===== config.mk =====
export PLATFORM = sky130hd
export DESIGN_NAME = bpt_texel_eval
export DESIGN_NICKNAME = d
export VERILOG_FILES = /design/src/bpt_pkg.sv /design/src/bpt_texel_eval.sv
export SDC_FILE = /design/constraint.sdc
export NUM_CORES = 1
export LEC_CHECK = 0
export BUFFER_PORTS_ARGS = -buffer_cell sky130_fd_sc_hd__buf_2
export CORE_ASPECT_RATIO = 1.4
export CORE_MARGIN = 5
export CORE_UTILIZATION = 41
export DETAILED_ROUTE_END_ITERATION = 8
export PLACE_DENSITY_LB_ADDON = 0.15
export SLEW_MARGIN = 20
export SYNTH_ARGS = -nofsm -noshare
export SYNTH_HDL_FRONTEND = slang
export SYNTH_SLANG_ARGS = --single-unit
export TNS_END_PERCENT = 100

===== constraint.sdc =====
create_clock -name vclk -period 4.4
set_clock_uncertainty 0.05 [all_clocks]
set_input_delay 0.44 -clock vclk [all_inputs]
set_output_delay 0.44 -clock vclk [all_outputs]
set_load 0.1 [all_outputs]

===== src/bpt_pkg.sv =====
// ----------------------------------------------------------------------------
// bpt_pkg
// Types and constants for the border pad texel checker.
// ----------------------------------------------------------------------------
package bpt_pkg;

    // Field and register widths
    localparam int HALF_W      = 16;
    localparam int CFG_DIM_W   = 12;
    localparam int CFG_POS_W   = 11;
    localparam int CNT_W       = 23;
    localparam int SUM_W       = 63;
    localparam int IN_DATA_W   = 64;
    localparam int OUT_DATA_W  = 312;
    localparam int CFG_INDEX_W = 3;
    localparam int CFG_DATA_W  = 12;

    // Configuration register indexes
    localparam logic [CFG_INDEX_W-1:0] REG_IMAGE_WIDTH   = 3'd0;
    localparam logic [CFG_INDEX_W-1:0] REG_IMAGE_HEIGHT  = 3'd1;
    localparam logic [CFG_INDEX_W-1:0] REG_REGION_X      = 3'd2;
    localparam logic [CFG_INDEX_W-1:0] REG_REGION_Y      = 3'd3;
    localparam logic [CFG_INDEX_W-1:0] REG_REGION_WIDTH  = 3'd4;
    localparam logic [CFG_INDEX_W-1:0] REG_REGION_HEIGHT = 3'd5;

    // Pad side of a texel
    typedef enum logic [1:0] {
        SIDE_TOP,
        SIDE_BOTTOM,
        SIDE_LEFT,
        SIDE_RIGHT
    } side_t;

    // Configuration register set
    typedef struct packed {
        logic [CFG_DIM_W-1:0] image_width;
        logic [CFG_DIM_W-1:0] image_height;
        logic [CFG_POS_W-1:0] region_x;
        logic [CFG_POS_W-1:0] region_y;
        logic [CFG_DIM_W-1:0] region_width;
        logic [CFG_DIM_W-1:0] region_height;
    } cfg_t;

    // Per-texel evaluation result
    typedef struct packed {
        logic                    pad;
        logic                    changed;
        side_t                   side;
        logic signed [SUM_W-1:0] fixed_red;
        logic signed [SUM_W-1:0] fixed_green;
        logic signed [SUM_W-1:0] fixed_blue;
    } eval_t;

endpackage


===== src/bpt_texel_eval.sv =====
// ----------------------------------------------------------------------------
// bpt_texel_eval
// Classifies one texel against the inner region and converts its RGB halves
// to signed fixed point with 24 fractional bits.
// ----------------------------------------------------------------------------
module bpt_texel_eval (
    input  logic [bpt_pkg::IN_DATA_W-1:0] texel,   // red, green, blue, alpha
    input  logic [bpt_pkg::CFG_DIM_W-1:0] col_pos,
    input  logic [bpt_pkg::CFG_DIM_W-1:0] row_pos,
    input  bpt_pkg::cfg_t                 cfg,
    output bpt_pkg::eval_t                result
);
    import bpt_pkg::*;

    localparam int FIX_MAG_W = 40;
    localparam logic [4:0]  HALF_EXP_MAX = 5'h1f;
    localparam logic [HALF_W-1:0] HALF_ONE  = 16'h3C00;
    localparam logic [HALF_W-1:0] HALF_ZERO = 16'h0000;
    localparam logic [FIX_MAG_W-1:0] INF_FIXED = 40'd65504 << 24;

    // Half pattern to two's complement fixed point, 24 fractional bits
    function automatic logic signed [SUM_W-1:0] half_to_fixed(input logic [HALF_W-1:0] h);
        logic [4:0]           e;
        logic [9:0]           m;
        logic [FIX_MAG_W-1:0] mag;
        logic [SUM_W-1:0]     ext;
        e = h[14:10];
        m = h[9:0];
        if (e == 5'd0) begin
            mag = FIX_MAG_W'(m);
        end else if (e == HALF_EXP_MAX) begin
            mag = (m != 10'd0) ? '0 : INF_FIXED;
        end else begin
            mag = FIX_MAG_W'({1'b1, m}) << (e - 5'd1);
        end
        ext = SUM_W'(mag);
        if (h[15]) begin
            ext = -ext;
        end
        return signed'(ext);
    endfunction

    logic [HALF_W-1:0]      red, green, blue, alpha;
    logic [CFG_DIM_W:0]     x1, y1;
    logic [CFG_DIM_W:0]     x_ext, y_ext;
    logic                   in_region, magenta;

    assign red   = texel[15:0];
    assign green = texel[31:16];
    assign blue  = texel[47:32];
    assign alpha = texel[63:48];

    // Region bounds at full register width
    assign x1    = (CFG_DIM_W+1)'(cfg.region_x) + (CFG_DIM_W+1)'(cfg.region_width);
    assign y1    = (CFG_DIM_W+1)'(cfg.region_y) + (CFG_DIM_W+1)'(cfg.region_height);
    assign x_ext = (CFG_DIM_W+1)'(col_pos);
    assign y_ext = (CFG_DIM_W+1)'(row_pos);

    assign in_region = (x_ext >= (CFG_DIM_W+1)'(cfg.region_x)) && (x_ext < x1) &&
                       (y_ext >= (CFG_DIM_W+1)'(cfg.region_y)) && (y_ext < y1);

    assign magenta = (red == HALF_ONE) && (green == HALF_ZERO) &&
                     (blue == HALF_ONE) && (alpha == HALF_ONE);

    // Classify and convert
    always_comb begin
        result.pad         = !in_region;
        result.changed     = !in_region && !magenta;
        if (y_ext < (CFG_DIM_W+1)'(cfg.region_y)) begin
            result.side = SIDE_TOP;
        end else if (y_ext >= y1) begin
            result.side = SIDE_BOTTOM;
        end else if (x_ext < (CFG_DIM_W+1)'(cfg.region_x)) begin
            result.side = SIDE_LEFT;
        end else begin
            result.side = SIDE_RIGHT;
        end
        result.fixed_red   = half_to_fixed(red);
        result.fixed_green = half_to_fixed(green);
        result.fixed_blue  = half_to_fixed(blue);
    end

endmodule


# After elaboration in Yosys (flattened, before gate mapping)
# Cells that the tools add are included.
[totals]
output_inout_bits = 193
wordCells = 55
in_bits = 158
register_bits = 0
[classes]
add_sub_neg = 8
n_mux = 15
eq_ne = 6
n_lt_le_gt_ge = 7
n_reduce_logical = 16
shifts = 3
[op_table]
columns = ["op", "n"]
rows = [
  ["two-way mux 40 bit", 9],
  ["two-way mux 63 bit", 3],
  ["negation 40 -> 63 bit", 3],
  ["left shift 11 x 5 -> 40 bit", 3],
  ["equality test 16 x 14 -> 1 bit (second input constant)", 3],
  ["nonzero test 10 bit", 3],
  ["adder 11 x 12 -> 13 bit", 2],
  ["less-than comparator 12 x 13 -> 1 bit", 2],
  [">= comparator 12 x 11 -> 1 bit", 2],
  ["less-than comparator 12 x 11 -> 1 bit", 2],
  ["logical NOT 16 bit", 1],
  ["equality test 5 bit (second input constant)", 3],
  ["logical NOT 5 bit", 3],
  ["subtractor 5 x 1 -> 5 bit (second input constant)", 3],
  [">= comparator 12 x 13 -> 1 bit", 1],
  ["logical AND 1 bit", 7],
  ["two-way mux 2 bit", 2],
  ["logical NOT 1 bit", 2],
  ["two-way mux 1 bit", 1],
]

# Longest topological paths before layout
[depth]
word_depth = 7
mapped_depth = 19
ltp_nobuf = 19

# Least setup slack after synthesis
# Ideal clock, no wire load.
[synth_timing]
path_kind = "input to output"
from = "in texel[26] (netlist bit)"
to = "out result[96] (netlist bit)"
setup_slack_ns = -2.852
stages = 14
n_path_buf = 4
t_arrival_ns = 6.762
t_required_ns = 3.910
cell_sequence = "buf_4 > buf_4 > inv_1 > ha_1 > or3b_2 > and2_1 > clkbuf_1 > or4b_2 > nand4_1 > or3b_2 > nor4_2 > nor4bb_1 > buf_2 > o311ai_0"
[synth_rtl]
columns = ["item", "line", "rtl"]
rows = [
  ["start, declared", "bpt_texel_eval.sv:7", "input logic [bpt_pkg::IN_DATA_W-1:0] texel,"],
  ["end, declared", "bpt_texel_eval.sv:11", "output bpt_pkg::eval_t result"],
]

==> flow_summary.ini <==
[worst_setup_path]
cp-start-kind = primary input
crit_path_end_kind = output port
cp.required_ps = 3910
crit_arrival_ps = 3950
crit_type = primary input to output port
critical_path.max_fanout = 5

[synth]
syn_inst = 1581
synth_area_leaders = ha_1 9.4%, o21ai_0 6.3%, a21oi_1 6.1%, nand2_1 5.9%, xnor2_1 5.9%
syn_area_um2 = 10500
ys_warn_count = 0
synth_largest_area_cell = ha_1
synth_fp_nets = 1820
syn_avg_cell_area_um2 = 6.65
synth_common_cells = 166 x nand2_1, 133 x o21ai_0, 128 x a21oi_1
synth_cell_types = 97
synth_most_common_cell = nand2_1
ys_seq_area_frac = 0
yosysTopAreaCellShare = 0.0940

[timing]
finalHoldViolCount = 0
post-route-period-util = 1.01
setup_ws_ps = -35.7
relSlewSlack = 0.329
worst_pin_slew_ps = 1010
setup_viol = 2
setup_tns_ps = -51.3
maxSlewViolCount = 0
fmax_mhz = 225
rsz0062_at_grt = yes
min_period_ps = 4440

[final_layout]
drive_gt1_frac = 0.516
area_delta_synth_final_pct = 94.1
nClkBuffers = 0
fin_nets = 2396
postLayoutCoreUtil = 0.804
fillCellCount = 1629
num_antenna_cells = 0
final-seq-area_um2 = 0
multi_input_area_um2 = 12800
design.seq.count = 0

[pwr]
powerDensity_nw_per_um2 = 300
p_sw_frac = 0.625
leakage_nw = 8.73
power_frac_comb = 1.000
irDropWorstVdd_mv = 0.330
p_int_mw = 2.30
p_switching_mw = 3.83
power_frac_seq = 0
power.share.clock = 0

[run]
maxCapViolations = 0

[placement]
numPortBuffers = 327
gp_congestion = 1.00
hpwl_mm = 41.7

[routing]
drt_first_pass_iters = 8
vias_per_cell = 6.32
drc = 0
drtIter0Drc = 1236
routedWlPerCell_um = 21.9
drtAntennaViolNets = 0
vias = 15600
finalWirelength_mm = 54.3

[floorplan]
fp-row-count = 69
die_w_um = 145
core_um2 = 25400
ioPinCount = 351
fp.dieH_um = 199
initial_core_util = 0.414
fp.dieArea_um2 = 29000

[min_path]
min-delay-start = row_pos[11]
min_path_type = primary input to output port
hold_path_end = result[190]
hold_path_depth = 4

[global_route]
grt_pass1_wl_mm = 81.2
grt_max_degree = 70
globalRouteTotalUtil = 0.333
grt_overflow_total = 0
antenna_found_initial = 0
grt_pass1_vias = 15600

[run_status]
violations = negative setup slack
status = finished with violations

[clock_network]
hold_buffers = 0
-- what timing repair did --
action                                  in CTS  in global routing
gates cloned                                 2                  3
endpoints found under the setup margin      90                126
buffers inserted                            19                 39
hold endpoints to repair                     0                  0
pin swaps                                   20                 82
resized for setup                           71                166
-- cells in the final DEF, fill, tap and decap left out, types with 20 or more instances in the layout --
cell,Yosys,final
buf_2,31,160
xnor2_1,71,23
inv_1,64,58
nor3_1,41,38
nand4_1,21,21
o21ai_0,133,108
xnor2_2,0,32
buf_12,0,148
nand2_1,166,158
mux4_2,20,20
a21oi_2,1,34
nand3_1,56,48
a21oi_1,128,76
buf_6,3,27
buf_4,4,341
xor2_4,0,27
a21o_1,20,20
nand2b_1,31,29
nor2_1,94,83
ha_1,79,72
-- area by class of cell --
type | count | area share
tap | 319 | 0.0196
inverter | 66 | 0.0139
multi-input combinational | 1386 | 0.626
timing repair buffer | 703 | 0.341
-- kinds of logic (layout without fill, tap and decap cells) --
logic type,Yosys count,after routing,share of synthesized area
xor+xnor,129,129,0.107
simple gates,563,563,0.279
mux,62,62,0.0850
fa+ha+maj,81,81,0.0978
buf+inv,195,769,0.0769
compound gates,551,551,0.354
-- critical path: stages --
cell       delay, ps
buf_12            90
clkinv_8          60
ha_4             290
buf_12           120
mux2_2           350
mux2i_4          190
o2bb2ai_2        100
a211o_1          300
or3_4            390
or4_4            430
buf_4            190
o41ai_1          430
buf_4            220
xnor2_2          130
buf_12           210
-- power by group through the flow --
stage	clock network (mW)	registers, mW	logic, mW
floorplan	0	0	3.71
global placement	0	0	5.63
detailed placement	0	0	5.71
CTS	0	0	5.83
global route	0	0	6.37
finish	0	0	6.13
-- routing by layer --
| metal | vias to the layer above | share of wire | track usage |
|---|---|---|---|
| met5 | - | 0 | 0 |
| met4 | 0 | 0.062 | 0.150 |
| met3 | 257 | 0.061 | 0.0331 |
| met2 | 852 | 0.53 | 0.638 |
| met1 | 7415 | 0.35 | 0.370 |
| li1 | 7103 | - | - |
-- worst max-delay path by stage --
| stage | from | to | cells past startpoint |
|---|---|---|---|
| after floorplan | texel[10] | result[161] | 15 |
| after detailed placement | texel[43] | result[37] | 14 |
| after CTS | texel[42] | result[38] | 15 |
| after global placement | texel[43] | result[37] | 14 |
| after global routing | cfg[13] | result[191] | 19 |
| final | texel[42] | result[22] | 15 |
-- per-stage QoR --
step / total power, mW / area [um^2] / hold WS [ps] / setup WS (ps) / cells
global placement: 5.63 / 19000 / 1360 / -148 / 2412
detailed placement: 5.71 / 19000 / 1370 / -256 / 2412
global route: 6.37 / 20400 / 1380 / -231 / 2474
finish: 6.13 / 20400 / 1370 / -35.7 / 2474
floorplan: 3.71 / 13200 / 1200 / -675 / 1581
CTS: 5.83 / 19400 / 1370 / -29.0 / 2433
No activity file was read; power rests on OpenSTA's default activity.
